==> src/psm_pkg.sv <==
// Package: shared types and constants of the p-code stack machine step block.
`timescale 1ns / 1ps
package psm_pkg;

  localparam int unsigned STACK_DEPTH   = 512;
  localparam int unsigned PROGRAM_DEPTH = 1024;
  localparam int unsigned STACK_AW      = $clog2(STACK_DEPTH);
  localparam int unsigned PC_W          = $clog2(PROGRAM_DEPTH);
  localparam int unsigned DATA_W        = 64;
  localparam int unsigned SHADOW_N      = 3;

  localparam logic [DATA_W-1:0] RESET_E0 = 64'd35;
  localparam logic [DATA_W-1:0] RESET_E1 = 64'd36;
  localparam logic [DATA_W-1:0] RESET_E2 = 64'd37;
  localparam logic [DATA_W-1:0] CAL_E0   = 64'd100;
  localparam logic [DATA_W-1:0] CAL_E1   = 64'd500;
  localparam logic [DATA_W-1:0] CAL_E2   = 64'd256;
  localparam logic [PC_W-1:0]   RESET_PC = PC_W'(1);
  localparam logic [9:0]        RESET_HALT = 10'd35;

  typedef enum logic [3:0] {
    OP_END = 4'd0, OP_LIT = 4'd1, OP_OPR = 4'd2, OP_LOD = 4'd3,
    OP_STO = 4'd4, OP_CAL = 4'd5, OP_INC = 4'd6, OP_JMP = 4'd7,
    OP_JPC = 4'd8, OP_WRT = 4'd9, OP_INT = 4'd10
  } op_e;

  localparam logic [31:0] OPR_NEG = 32'd1;
  localparam logic [31:0] OPR_ADD = 32'd2;
  localparam logic [31:0] OPR_SUB = 32'd3;
  localparam logic [31:0] OPR_MUL = 32'd4;
  localparam logic [31:0] OPR_DIV = 32'd5;
  localparam logic [31:0] OPR_ODD = 32'd6;
  localparam logic [31:0] OPR_MOD = 32'd7;
  localparam logic [31:0] OPR_EQL = 32'd8;
  localparam logic [31:0] OPR_NEQ = 32'd9;
  localparam logic [31:0] OPR_LSS = 32'd10;
  localparam logic [31:0] OPR_LEQ = 32'd11;
  localparam logic [31:0] OPR_GTR = 32'd12;
  localparam logic [31:0] OPR_GEQ = 32'd13;

  typedef enum logic [1:0] {
    FLT_NONE = 2'd0, FLT_STACK = 2'd1, FLT_OP = 2'd2, FLT_PC = 2'd3
  } fault_e;

  typedef enum logic [1:0] {
    MD_MUL = 2'd0, MD_DIV = 2'd1, MD_MOD = 2'd2
  } md_mode_e;

  typedef enum logic [2:0] {
    S_IDLE, S_RD_T, S_RD_B, S_EXEC, S_MD, S_WR, S_RD_O, S_DONE
  } state_e;

  typedef struct packed {
    logic        start;
    md_mode_e    mode;
  } md_req_t;

  typedef struct packed {
    logic        done;
  } md_rsp_t;

  typedef struct packed {
    logic [3:0]         opcode;
    logic signed [31:0] operand;
  } in_t;

  typedef struct packed {
    logic [9:0]         next_pc;
    logic [8:0]         top_index;
    logic signed [63:0] top_value;
    logic               write_valid;
    logic signed [63:0] write_value;
    logic               halted;
    logic [1:0]         fault;
    logic [31:0]        executed_count;
  } out_t;

endpackage

==> src/psm_muldiv.sv <==
// Bit-serial 64-bit multiplier and signed restoring divider.
`timescale 1ns / 1ps
module psm_muldiv (
  input  logic                         clk_i,
  input  logic                         rst_ni,
  input  psm_pkg::md_req_t             req_i,
  input  logic [psm_pkg::DATA_W-1:0]   a_i,
  input  logic [psm_pkg::DATA_W-1:0]   b_i,
  output psm_pkg::md_rsp_t             rsp_o,
  output logic [psm_pkg::DATA_W-1:0]   result_o
);
  import psm_pkg::*;

  localparam int unsigned CNT_W = $clog2(DATA_W);

  logic              busy_q, busy_d;
  logic              done_q, done_d;
  logic [CNT_W-1:0]  cnt_q, cnt_d;
  md_mode_e          mode_q, mode_d;
  logic              neg_q, neg_d;
  logic [DATA_W-1:0] acc_q, acc_d, x_q, x_d, y_q, y_d;
  logic [DATA_W-1:0] rem_sh, mag_a, mag_b;

  assign mag_a  = a_i[DATA_W-1] ? (DATA_W'(0) - a_i) : a_i;
  assign mag_b  = b_i[DATA_W-1] ? (DATA_W'(0) - b_i) : b_i;
  assign rem_sh = {acc_q[DATA_W-2:0], x_q[DATA_W-1]};

  always_comb begin
    busy_d = busy_q;
    done_d = 1'b0;
    cnt_d  = cnt_q;
    mode_d = mode_q;
    neg_d  = neg_q;
    acc_d  = acc_q;
    x_d    = x_q;
    y_d    = y_q;
    if (req_i.start) begin
      busy_d = 1'b1;
      cnt_d  = '0;
      mode_d = req_i.mode;
      acc_d  = '0;
      if (req_i.mode == MD_MUL) begin
        x_d = a_i;
        y_d = b_i;
      end else begin
        x_d = mag_a;
        y_d = mag_b;
      end
      neg_d = (req_i.mode == MD_DIV) ? (a_i[DATA_W-1] ^ b_i[DATA_W-1]) : a_i[DATA_W-1];
    end else if (busy_q) begin
      if (mode_q == MD_MUL) begin
        if (y_q[0]) begin
          acc_d = acc_q + x_q;
        end
        x_d = {x_q[DATA_W-2:0], 1'b0};
        y_d = {1'b0, y_q[DATA_W-1:1]};
      end else begin
        if (rem_sh >= y_q) begin
          acc_d = rem_sh - y_q;
          x_d   = {x_q[DATA_W-2:0], 1'b1};
        end else begin
          acc_d = rem_sh;
          x_d   = {x_q[DATA_W-2:0], 1'b0};
        end
      end
      cnt_d = cnt_q + CNT_W'(1);
      if (cnt_q == CNT_W'(DATA_W - 1)) begin
        busy_d = 1'b0;
        done_d = 1'b1;
      end
    end
  end

  always_ff @(posedge clk_i or negedge rst_ni) begin
    if (!rst_ni) begin
      busy_q <= 1'b0;
      done_q <= 1'b0;
      cnt_q  <= '0;
    end else begin
      busy_q <= busy_d;
      done_q <= done_d;
      cnt_q  <= cnt_d;
    end
  end

  always_ff @(posedge clk_i) begin
    mode_q <= mode_d;
    neg_q  <= neg_d;
    acc_q  <= acc_d;
    x_q    <= x_d;
    y_q    <= y_d;
  end

  always_comb begin
    case (mode_q)
      MD_DIV:  result_o = neg_q ? (DATA_W'(0) - x_q) : x_q;
      MD_MOD:  result_o = neg_q ? (DATA_W'(0) - acc_q) : acc_q;
      default: result_o = acc_q;
    endcase
  end

  assign rsp_o.done = done_q;

endmodule

==> config.mk <==
export PLATFORM = sky130hd
export DESIGN_NAME = psm_muldiv
export DESIGN_NICKNAME = d
export VERILOG_FILES = /design/src/psm_pkg.sv /design/src/psm_muldiv.sv
export SDC_FILE = /design/constraint.sdc
export NUM_CORES = 1
export LEC_CHECK = 0
export BUFFER_PORTS_ARGS = -buffer_cell sky130_fd_sc_hd__buf_2
export CELL_PAD_IN_SITES_DETAIL_PLACEMENT = 1
export CELL_PAD_IN_SITES_GLOBAL_PLACEMENT = 2
export CORE_MARGIN = 4
export CORE_UTILIZATION = 35
export CTS_CLUSTER_DIAMETER = 60
export DETAILED_ROUTE_END_ITERATION = 12
export PLACE_DENSITY = 0.91
export SYNTH_ARGS = -nofsm -noshare
export SYNTH_HDL_FRONTEND = slang
export SYNTH_SLANG_ARGS = --single-unit
export TNS_END_PERCENT = 20
==> constraint.sdc <==
create_clock -name clk_i -period 8.7 [get_ports clk_i]
set_input_delay 1.305 -clock clk_i [delete_from_list [all_inputs] [get_ports clk_i]]
set_output_delay 1.305 -clock clk_i [all_outputs]
set_load 0.01 [all_outputs]
==> results.md, run 1 <==
* Setup fix buffers added after clock tree synthesis at 0
* Library cell with the highest instance count after synthesis: sky130_fd_sc_hd__a21oi_1
* Sum of overflow across all layers after global routing at 0
* Period minus WS final at 6.30 ns
* Arrival time of the worst setup path at ~5 ns
* Final hold violation count at 0
* Clock tree from TritonCTS: built
* Area overhead of the layout relative to synthesis at 11.3%
* Antenna violations before repair at 1
* Netlist area before placement at roughly 23000 um2
* Via count of the first global-routing pass at between 20000 and 25000
* Clock input transition at the sequential cells of the worst setup and hold paths at ~0.06 ns
* #FFs+latches synth at 203
* Detailed-router iteration count before antenna repair at 7
* Achievable frequency at 0.159 GHz
* Count of standard-cell rows at a little over 90
* Unrepaired setup endpoints after global routing: no
* Number of ports placed on the die boundary at 198
* Syn. warnings at 0
* Synth Area per Inst at 7.45 um2
* Violation count after the first detailed-routing iteration at roughly 1700
* Share of power burned in the clock network at 0.206
* DRC errors left at 0
* Post-route worst setup slack at between 2 and 2.5 ns
* Relative contribution of sequential cells to total power at 0.263
* Number of vias per cell after detailed routing at roughly 6.0
* Proportion of netlist area held by the largest area contributor at 0.170
* Synthesized Nets at around 3400
* Final Routed Wirelength at just over 90000 um
* Nets at between 3000 and 4000
* Number of buffers on the longest clock path at 3
* H-Tree Depth at 1
* Gr usage total at 0.248
* Detail Placement HPWL at around 70000 um
* Inserted Clock Buffers at 29
* Clk_skew at between 0.02 and 0.025 ns
* Fraction of power consumed by combinational cells at 0.531
* Final slew viol count at 0
* Maximum VDD drop at roughly 0.18 mV
* Fraction of synthesis flops using an asynchronous set or reset pin at 0.0394
* List of most frequent post-synthesis cells: 362 x sky130_fd_sc_hd__a21oi_1, 339 x sky130_fd_sc_hd__nand2_1, 301 x sky130_fd_sc_hd__nor2_1
* Register-to-Register Setup Slack at between 3 and 4 ns
* Number of diodes added for antenna fixing at 0
* Biggest area contributors in the synthesized netlist: sky130_fd_sc_hd__edfxtp_1 17%, sky130_fd_sc_hd__a21oi_1 7.9%, sky130_fd_sc_hd__ha_1 7.3%, sky130_fd_sc_hd__xor2_1 5.8%, sky130_fd_sc_hd__dfxtp_1 5.6%
* # hold bufs at CTS at 0
* Gp weighted congestion at around 0.95
* Worst-margin pin slew at 1.23 ns
* CTS-repair resized insts at 0
* Effective utilization at floorplan at 0.356
* Antenna-violating nets left at 0
* Run status: completed
* Sw Share at 0.472
* Post-DP Area at 24700 um2
* Critical path startpoint category: register
* CTS root buf: sky130_fd_sc_hd__clkbuf_16
* Maximum fanout along the worst path at 8
* Post-synth cell types at 84
* Number of maximum-capacitance violations at 0
* Part of the Yosys area used for sequential elements at 0.235
* Floorplan core area at around 65000 um2
* Share of layout cells above drive strength 1 at 0.105
* Count of clock tree sinks at just over 200
* Max transition margin at 0.170
* Die outline height at 265 um
* Final design utilization at 0.396
* Final cycle utilization of the critical path at 0.724
* Areal power density over the cells at between 200 and 250 nW/um2
* Power dissipated by switching net loads at 2.70 mW
* Synthesized instance count at 3099
* Hold/Removal Path Class: in -> async
* Total via count after detailed routing at 24400
* Quantity of I/O buffers inserted on ports at 197
* Kind of critical path: reg -> out
* Worst EP required at approximately 7.4 ns
* Number of enable flip-flop cells after synthesis at between 100 and 150
* Internal power at roughly 3.0 mW
* Final setup violating endpoints at 0
* Clk_lat worst skew at between 0.5 and 0.6 ns
* Setup WS pre-CTS at just over 3 ns
* Cell accounting for the most synthesized area: sky130_fd_sc_hd__edfxtp_1
* Aggregate negative setup slack at 0 ns
* Fillcell total at between 8000 and 9000
* Die area at between 70000 and 80000 um2
* Die width at between 200 and 300 um
* Post-route design area at between 20000 and 30000 um2
* Final routed wire length divided by cell count at between 20 and 25 um
* Nature of the critical path endpoint: output pin
* Global-route wire length before repair at approximately 140000 um
* Primary flip-flop cell chosen by synthesis mapping: sky130_fd_sc_hd__edfxtp_1
* Leakage power figure at 10.4 nW
* Largest net degree at the start of global routing at around 170
## state kept, by name, summed over array words and instances, names as in the netlist
signal	flops
cnt_q	6
rsp_o	1
acc_q	64
x_q	64
y_q	64
busy_q	1
mode_q	2
neg_q	1
## final timing paths
check	from	end	cells past startpoint
worst max register to register	x_q[63]	x_q[0]	16
worst min register to register	cnt_q[1]	cnt_q[1]	2
max in group asynchronous	rst_ni	cnt_q[5]	1
worst max-delay path	x_q[1]	result_o[60]	14
worst min-delay path	rst_ni	rsp_o	1
min in group clk_i	cnt_q[1]	cnt_q[1]	2
## power groups by stage
stage	Clock (mW)	Sequential [mW]	Combinational, mW
after global routing	1.25	1.51	3.33
after detailed placement	0	1.52	2.99
after floorplan	0	1.37	2.12
after CTS	1.21	1.50	3.01
final	1.18	1.50	3.03
after global placement	0	1.51	2.96
## cell type report
class	instances	area, um2	share of cell area
Timing Repair Buffer	226	1240	0.0482
Clock inverter	20	201	0.00784
Tap cell	855	1070	0.0417
Sequential cell	203	5420	0.211
Multi-Input combinational cell	2585	16500	0.643
Clock buffer	34	744	0.0290
Inverter	135	507	0.0197
## per-stage QoR
stage | power [mW] | hold slack (ns) | std cells
2_1_floorplan | 3.49 | 0.497 | 3099
3_3_place_gp | 4.47 | 0.531 | 4004
3_5_place_dp | 4.50 | 0.546 | 4004
4_1_cts | 5.71 | 0.543 | 4058
5_1_grt | 6.09 | 0.552 | 4058
6_report | 5.72 | 0.557 | 4058
## cell usage in the layout (no fill, tap or decap), types with 26 or more instances in the layout
| cell type | synthesis | routed |
|---|---|---|
| sky130_fd_sc_hd__ha_1 | 135 | 133 |
| sky130_fd_sc_hd__nor4_1 | 44 | 44 |
| sky130_fd_sc_hd__o211ai_1 | 35 | 35 |
| sky130_fd_sc_hd__a21oi_1 | 362 | 362 |
| sky130_fd_sc_hd__dfxtp_1 | 64 | 64 |
| sky130_fd_sc_hd__or3_1 | 30 | 30 |
| sky130_fd_sc_hd__and3_1 | 27 | 27 |
| sky130_fd_sc_hd__o21ai_0 | 228 | 227 |
| sky130_fd_sc_hd__or4_1 | 27 | 27 |
| sky130_fd_sc_hd__a211oi_1 | 30 | 30 |
| sky130_fd_sc_hd__a22o_1 | 40 | 40 |
| sky130_fd_sc_hd__buf_2 | 9 | 196 |
| sky130_fd_sc_hd__nand3_1 | 58 | 58 |
| sky130_fd_sc_hd__a31oi_1 | 28 | 28 |
| sky130_fd_sc_hd__nand2_1 | 339 | 338 |
| sky130_fd_sc_hd__inv_1 | 134 | 133 |
| sky130_fd_sc_hd__o32ai_1 | 31 | 31 |
| sky130_fd_sc_hd__xor2_1 | 153 | 153 |
| sky130_fd_sc_hd__xnor2_1 | 143 | 143 |
| sky130_fd_sc_hd__clkbuf_16 | 0 | 29 |
| sky130_fd_sc_hd__o41ai_1 | 26 | 26 |
| sky130_fd_sc_hd__o31ai_1 | 69 | 69 |
| sky130_fd_sc_hd__nor2_1 | 301 | 301 |
| sky130_fd_sc_hd__nand2b_1 | 26 | 26 |
| sky130_fd_sc_hd__buf_4 | 0 | 27 |
| sky130_fd_sc_hd__edfxtp_1 | 131 | 131 |
| sky130_fd_sc_hd__nand4_1 | 34 | 34 |
| sky130_fd_sc_hd__nor3_1 | 69 | 69 |
| sky130_fd_sc_hd__a21o_1 | 58 | 58 |
## metal layers
layer	vias to the layer above	part of all wire	track usage
met4	2	0.042	0.0918
li1	11600	-	-
met3	206	0.043	0.0248
met1	11900	0.41	0.304
met2	640	0.50	0.451
met5	-	0.00014	0
## worst max-delay path: stages (launching register included)
cell                       delay [ns]
sky130_fd_sc_hd__edfxtp_1        0.44
sky130_fd_sc_hd__inv_1           0.13
sky130_fd_sc_hd__ha_1            0.20
sky130_fd_sc_hd__or4b_2          0.68
sky130_fd_sc_hd__nor4_1          0.60
sky130_fd_sc_hd__nand4_1         0.33
sky130_fd_sc_hd__or2_1           0.43
sky130_fd_sc_hd__nor2_1          0.12
sky130_fd_sc_hd__nand2_1         0.09
sky130_fd_sc_hd__nand2b_1        0.33
sky130_fd_sc_hd__o41ai_1         0.39
sky130_fd_sc_hd__xor2_1          0.18
sky130_fd_sc_hd__o32ai_1         0.10
sky130_fd_sc_hd__a22o_1          0.27
sky130_fd_sc_hd__buf_2           0.14
## kinds of logic (layout without fill, tap and decap cells)
kind of cell | count (synthesis) | in the layout | share of synthesized area
compound gates | 1093 | 1093 | 0.304
simple gates | 1023 | 1023 | 0.207
buf+inv | 311 | 415 | 0.0511
xor+xnor | 296 | 296 | 0.112
flops | 203 | 203 | 0.235
fa+ha+maj | 137 | 137 | 0.0749
mux | 36 | 36 | 0.0164
(Power assumes the default switching activity.)
==> run 2: changes to the inputs <==
Clock period 8.7 ns to 6.5 ns, I/O delays scaled along.
==> run 2 against run 1 <==
Against the previous run:
- register-to-register slack lost 2.1 ns
- critical path depth is 2 lower
- die area unchanged
- sequential power rose by 33%
- first-iteration DRC count down 6.1%
- non-clock buffer count up 9
- critical path type unchanged
- largest cell class unchanged
==> results.md, run 2 (same netlist as run 1, synthesis figures left out) <==
* Detailed-router iteration count before antenna repair at 5 (was 7)
* Share of layout cells above drive strength 1 at 0.107 (was 0.105)
* Quantity of I/O buffers inserted on ports at 197 (unchanged)
* Areal power density over the cells at 297 nW/um2 (was 223 nW/um2)
* Effective utilization at floorplan at 0.356 (unchanged)
* Total via count after detailed routing at 24400 (about the same)
* Period minus WS final at 5.99 ns
* Clk_skew at 0.0229 ns (was 0.0221 ns)
* Count of clock tree sinks at 203 (unchanged)
* Worst-margin pin slew at 1.19 ns (was 1.23 ns)
* Most frequent cells in the layout: 362 x sky130_fd_sc_hd__a21oi_1, 338 x sky130_fd_sc_hd__nand2_1, 301 x sky130_fd_sc_hd__nor2_1 (unchanged)
* Slowest Stage Delay on Critical Path at 0.93 ns (was 0.68 ns)
* Final cycle utilization of the critical path at 0.922
* Clock input transition at the sequential cells of the worst setup and hold paths at 0.06 ns (about the same)
* Setup fix buffers added after clock tree synthesis at 0 (unchanged)
* Violation count after the first detailed-routing iteration at 1619 (was 1725)
* Detail Placement HPWL at 72900 um (was 72100 um)
* H-Tree Depth at 1 (unchanged)
* Leakage power figure at 10.5 nW (was 10.4 nW)
* Worst EP required at 5.52 ns (was 7.39 ns)
* Top flop regs: acc_q x64, x_q x64, y_q x64 (unchanged)
* Final hold violation count at 0 (unchanged)
* Clock tree from TritonCTS: built (unchanged)
* Arrival time of the worst setup path at 5.02 ns (was 4.99 ns)
* Most frequent standard cell in the layout excluding fill and tap cells: sky130_fd_sc_hd__a21oi_1 (unchanged)
* Number of vias per cell after detailed routing at 6.01 (about the same)
* Number of ports placed on the die boundary at 198 (unchanged)
* Gp weighted congestion at 0.951 (about the same)
* Cell-by-cell trace of the critical path: or4_1, or4_1, nor4_1, nand2_1, o41ai_2, o21ai_0, a21oi_1, nand2_1, nand2_1, a22oi_1, o31ai_1, buf_2 (was inv_1, ha_1, or4b_2, nor4_1, nand4_1, or2_1, nor2_1, nand2_1, nand2b_1, o41ai_1, xor2_1, o32ai_1, a22o_1, buf_2)
* Die area at 70100 um2 (unchanged)
* Endpoint of the most critical setup path: result_o[58] (was result_o[60])
* Final setup violating endpoints at 0 (unchanged)
* Critical path origin: acc_q[21] (was x_q[1])
* Run status: completed (unchanged)
* R2r startpoint: x_q[63] (unchanged)
* Slowest CP cell: sky130_fd_sc_hd__nor4_1 (was sky130_fd_sc_hd__or4b_2)
* Global-route wire length before repair at 142000 um (was 141000 um)
* Kind of critical path: reg -> out (unchanged)
* Most Frequent Cell on Critical Path: sky130_fd_sc_hd__nand2_1
* Final slew viol count at 0 (unchanged)
* Aggregate negative setup slack at 0 ns (unchanged)
* FF-to-FF path depth at 15 (was 16)
* Setup WS pre-CTS at 1.26 ns (was 3.10 ns)
* Maximum fanout along the worst path at 10 (was 8)
* Die outline height at 265 um (unchanged)
* Max transition margin at 0.206 (was 0.170)
* CTS-repair resized insts at 0 (unchanged)
* Critical path startpoint category: register (unchanged)
* Register-to-Register Setup Slack at 1.49 ns (was 3.61 ns)
* Nets at 3458 (was 3450)
* Die width at 265 um (unchanged)
* Sum of overflow across all layers after global routing at 0 (unchanged)
* Inserted Clock Buffers at 28 (was 29)
* Count of standard-cell rows at 93 (unchanged)
* Via count of the first global-routing pass at 24900 (was 24800)
* Reg2Reg Capture Point: x_q[0] (unchanged)
* Gr usage total at 0.250 (was 0.248)
* Largest net degree at the start of global routing at 100 (was 167)
* Final routed wire length divided by cell count at 22.6 um (was 22.5 um)
* CTS root buf: sky130_fd_sc_hd__clkbuf_16 (unchanged)
* Number of maximum-capacitance violations at 0 (unchanged)
* Hold/Removal Path Class: in -> async (unchanged)
* Antenna violations before repair at 2 (was 1)
* Achievable frequency at roughly 0.17 GHz
* Nature of the critical path endpoint: output pin (unchanged)
* Clk_lat worst skew at 0.59 ns (was 0.58 ns)
* Antenna-violating nets left at 0 (unchanged)
* Final Routed Wirelength at 92000 um (was 91300 um)
* Total power after layout at 7.64 mW (was 5.72 mW)
* Post-route worst setup slack at 0.507 ns (was 2.40 ns)
* Area overhead of the layout relative to synthesis at 11.5% (was 11.3%)
* Unrepaired setup endpoints after global routing: no (unchanged)
* Floorplan core area at 64800 um2 (unchanged)
* Maximum VDD drop at 0.230 mV (was 0.179 mV)
* Number of buffers on the longest clock path at 3 (unchanged)
* # hold bufs at CTS at 0 (unchanged)
* DRC errors left at 0 (unchanged)
run 2: layout make-up:
type	count	area (um2)
fillers	8051	39100
multi-input cells	2585	16500
flip-flops and latches	203	5420
repair buffers	235	1290
well taps	855	1070
clock buffers	39	815
inverters	135	507
clock inverters	13	121
diodes	1	2.50
run 2: metal layers:
layer | GRT usage | share of wire | vias up
met4 | 0.0955 | 0.043 | 2
met3 | 0.0233 | 0.044 | 185
li1 | - | - | 11700
met1 | 0.307 | 0.41 | 12000
met2 | 0.451 | 0.50 | 604
met5 | 0 | 0.00016 | -
run 2: how the worst min path moves through the flow:
stage                   start         to  slack (ns)  cells past startpoint
finish                 rst_ni     busy_q        0.23                      1
floorplan           acc_q[29]  acc_q[29]        0.50                      2
CTS                    rst_ni     busy_q        0.21                      1
global route           rst_ni     busy_q        0.22                      1
detailed placement   cnt_q[5]   cnt_q[5]        0.56                      2
global placement     cnt_q[1]   cnt_q[1]        0.54                      2
run 2: per-stage QoR:
stage	std cells	hold WS [ns]	instance area [um2]	utilization
2_1_floorplan	3099	0.497	23100	-
3_5_place_dp	4013	0.558	24800	0.383
6_report	4066	0.232	25700	0.397
5_1_grt	4065	0.221	25700	0.397
3_3_place_gp	4013	0.538	24800	0.383
4_1_cts	4065	0.209	25700	0.397
run 2: critical path: cells and delay by family (launching register included):
kind            cells  cell delay (ns)
flops               1             0.40
compound gates      5             1.34
simple gates        6             2.51
buf+inv             1             0.19
run 2: power by group:
| group | internal [mW] | switching (mW) |
|---|---|---|
| sequential | 1.60 | 0.408 |
| clock | 0.922 | 0.645 |
| combinational | 1.54 | 2.54 |
| total | 4.06 | 3.59 |
==> run 3: changes to the inputs <==
Settings changed: CORE_UTILIZATION 35 to 33, PLACE_DENSITY 0.91 to 0.9.
Clock period 6.5 ns to 5.2 ns, I/O delays scaled along.
==> run 3 against run 2 <==
Against the previous run:
- global-route usage fell by 1.1 points
- register-to-register slack got worse by 0.89 ns
- critical path type unchanged
- power rose by 28%
- final area rose by 2.3%
- clock-buffer cell count fell by 7
- via count rose by 0.73%
- critical path depth rose by 2
- first-iteration DRC count fell by 2.3%
- wire length rose by 0.67%
- critical endpoint unchanged
- sequential cell count did not move
- combinational power rose by 29%
- setup slack got worse by 0.33 ns
==> results.md, run 3 (same netlist as run 1, synthesis figures left out) <==
* Arrival time of the worst setup path at 4.24 ns (was 5.02 ns)
* Critical path origin: acc_q[24] (was acc_q[21])
* Hold/Removal Path Class: in -> async (unchanged)
* Fraction of power consumed by combinational cells at 0.539 (was 0.533)
* Slowest Stage Delay on Critical Path at 0.57 ns (was 0.93 ns)
* Most Frequent Cell on Critical Path: sky130_fd_sc_hd__nand2_1 (unchanged)
* Fillcell total at 8616 (was 8051)
* Nets at 3498 (was 3458)
* DRC errors left at 0 (unchanged)
* Sw Share at 0.467 (was 0.469)
* Largest delay share family, worst path: simple AND/OR/NAND/NOR gates (unchanged)
* Die outline height at 272 um (was 265 um)
* Effective utilization at floorplan at 0.335 (was 0.356)
* Detailed-router iteration count before antenna repair at 5 (unchanged)
* Most frequent cells in the layout: 361 x sky130_fd_sc_hd__a21oi_1, 337 x sky130_fd_sc_hd__nand2_1, 300 x sky130_fd_sc_hd__nor2_1 (was 362 x sky130_fd_sc_hd__a21oi_1, 338 x sky130_fd_sc_hd__nand2_1, 301 x sky130_fd_sc_hd__nor2_1)
* Number of maximum-capacitance violations at 0 (unchanged)
* Number of buffers on the longest clock path at 3 (unchanged)
* Count of standard-cell rows at 96 (was 93)
* R2r startpoint: x_q[63] (unchanged)
* Final cycle utilization of the critical path at 0.965
* Die width at 272 um (was 265 um)
* # hold bufs at CTS at 0 (unchanged)
* Number of stages on the worst setup path at 14 (was 12)
* Achievable frequency at 0.199 GHz
* H-Tree Depth at 1 (unchanged)
* CTS root buf: sky130_fd_sc_hd__clkbuf_16 (unchanged)
* Kind of critical path: reg -> out (unchanged)
* Share of layout cells above drive strength 1 at 0.124 (was 0.107)
* Register-to-Register Setup Slack at 0.60 ns (was 1.49 ns)
* Number of vias per cell after detailed routing at 5.89 (was 6.01)
* Leakage power figure at 10.7 nW (was 10.5 nW)
* Reg2Reg Capture Point: x_q[0] (unchanged)
* Internal power at 5.20 mW (was 4.06 mW)
* Final hold violation count at 0 (unchanged)
* Maximum fanout along the worst path at 7 (was 10)
* Area overhead of the layout relative to synthesis at 14.1% (was 11.5%)
* Final setup violating endpoints at 0 (unchanged)
* Run status: completed (unchanged)
* Clock tree from TritonCTS: built (unchanged)
* Clk_lat worst skew at 0.59 ns (about the same)
* Power dissipated by switching net loads at 4.56 mW (was 3.59 mW)
* Final routed wire length divided by cell count at 22.2 um (was 22.6 um)
* Maximum VDD drop at 0.285 mV (was 0.230 mV)
* Clk_skew at 0.0230 ns (was 0.0229 ns)
* Post-route worst setup slack at 0.180 ns (was 0.507 ns)
* Top flop regs: acc_q x64, x_q x64, y_q x64 (unchanged)
* Worst EP required at 4.42 ns (was 5.52 ns)
* Violation count after the first detailed-routing iteration at 1582 (was 1619)
* Number of ports placed on the die boundary at 198 (unchanged)
* Endpoint of the most critical setup path: result_o[58] (unchanged)
* Quantity of I/O buffers inserted on ports at 197 (unchanged)
* Worst-margin pin slew at 1.23 ns (was 1.19 ns)
* Gr usage total at 0.238 (was 0.250)
* Largest net degree at the start of global routing at 85 (was 100)
* Final-layout worst hold slack at 0.0414 ns (was 0.232 ns)
* FF+latch area at 5420 um2 (unchanged)
* Gp weighted congestion at 0.948 (was 0.951)
* Detail Placement HPWL at 73800 um (was 72900 um)
* Setup WS pre-CTS at 0.470 ns (was 1.26 ns)
* Most frequent standard cell in the layout excluding fill and tap cells: sky130_fd_sc_hd__a21oi_1 (unchanged)
* Relative contribution of sequential cells to total power at 0.250 (was 0.262)
* FF-to-FF path depth at 14 (was 15)
* Areal power density over the cells at 371 nW/um2 (was 297 nW/um2)
* Max transition margin at 0.177 (was 0.206)
* Slowest CP cell: sky130_fd_sc_hd__or4_4 (was sky130_fd_sc_hd__nor4_1)
* Global-route wire length before repair at 142000 um (about the same)
* Sum of overflow across all layers after global routing at 0 (unchanged)
* Via count of the first global-routing pass at 25000 (was 24900)
* Antenna-violating nets left at 0 (unchanged)
* Floorplan core area at 68900 um2 (was 64800 um2)
* Critical path startpoint category: register (unchanged)
* Multi-input gate area in the final layout at 16600 um2 (was 16500 um2)
* Cell-by-cell trace of the critical path: or4_1, or4_4, nor4_1, buf_4, nand2_1, o41ai_2, buf_4, o21ai_0, a21oi_2, nand2_1, nand2_1, a22oi_1, o31ai_1, buf_2 (was or4_1, or4_1, nor4_1, nand2_1, o41ai_2, o21ai_0, a21oi_1, nand2_1, nand2_1, a22oi_1, o31ai_1, buf_2)
* Inserted Clock Buffers at 30 (was 28)
* Total via count after detailed routing at 24600 (was 24400)
* Final slew viol count at 0 (unchanged)
* Count of clock tree sinks at 203 (unchanged)
* Final Routed Wirelength at 92700 um (was 92000 um)
* Clock input transition at the sequential cells of the worst setup and hold paths at 0.06 ns (about the same)
* Nature of the critical path endpoint: output pin (unchanged)
* Share of power burned in the clock network at 0.212 (was 0.205)
* Total buffers and inverters traversed by the critical path at 3 (was 1)
* Die area at 74200 um2 (was 70100 um2)
* Antenna violations before repair at 2 (unchanged)
* Period minus WS final at ~5.0 ns
-- run 3: cell types whose count changed in the layout (fill, tap and decap cells not counted), moves of 3 or more --
cell / change
sky130_fd_sc_hd__clkbuf_8: -3
sky130_fd_sc_hd__buf_4: +36
sky130_fd_sc_hd__inv_6: +4
sky130_fd_sc_hd__or4_1: -3
sky130_fd_sc_hd__clkinv_1: +3
sky130_fd_sc_hd__nor4_1: -3
sky130_fd_sc_hd__or4_4: +3
sky130_fd_sc_hd__clkbuf_1: -4
-- run 3: worst reg2reg max path: cells and delay by family, from the launching register on --
kind	cells	cell delay (ns)
adder cells (fa/ha/maj)	2	0.67
AND/OR/NAND/NOR	5	1.28
flip-flops	1	0.45
AO/OA/AOI/OAI	6	1.73
buffers and inverters	1	0.19
-- run 3: final cells by class --
type / count / share of cell area
timing repair buffer: 273 / 0.0609
clock inverter: 23 / 0.00893
tap: 931 / 0.0442
sequential: 203 / 0.206
inverter: 135 / 0.0192
antenna: 1 / 0.0000950
multi-input combinational: 2585 / 0.632
clock buffer: 32 / 0.0288
-- run 3: how the worst min path moves through the flow --
stage               startpoint       end  slack, ns  cells past startpoint
floorplan               rst_ni    busy_q       0.48                      0
global placement      cnt_q[1]  cnt_q[1]       0.53                      2
detailed placement    cnt_q[1]  cnt_q[1]       0.56                      2
CTS                     rst_ni    busy_q       0.01                      1
global route            rst_ni    busy_q       0.03                      1
finish                  rst_ni    busy_q       0.04                      1
-- run 3: power by group through the flow --
stage	Sequential (mW)	Clock, mW	Combinational (mW)
CTS	2.43	2.11	5.19
detailed placement	2.46	0	5.15
global route	2.46	2.18	5.74
global placement	2.45	0	5.09
finish	2.44	2.06	5.26
floorplan	2.29	0	3.56
-- run 3: metrics by stage --
step                      instances  total power [mW]  cell area, um2  setup TNS (ns)  utilization
after floorplan                3099              5.85           23100               0            -
after global placement         4124              7.55           25200               0        0.365
after detailed placement       4124              7.61           25200               0        0.365
after CTS                      4179              9.73           26200        -0.00491        0.380
after global routing           4182              10.4           26300         -0.0304        0.382
final                          4183              9.76           26300               0        0.382
-- run 3: what timing repair did --
item | in CTS | in global routing
gates cloned | 0 | 0
gates resized for setup | 6 | 20
pin swaps | 0 | 5
endpoints found under the setup margin | 4 | 18
buffers inserted | 0 | 3
-- run 3: metal layers --
metal | part of all wire | vias up | GRT usage | wire length (um)
met1 | 0.41 | 12100 | 0.286 | 37800
li1 | - | 11700 | - | -
met2 | 0.51 | 614 | 0.438 | 46900
met3 | 0.043 | 205 | 0.0248 | 3980
met4 | 0.042 | 2 | 0.0905 | 3930
met5 | 0.00014 | - | 0 | 13
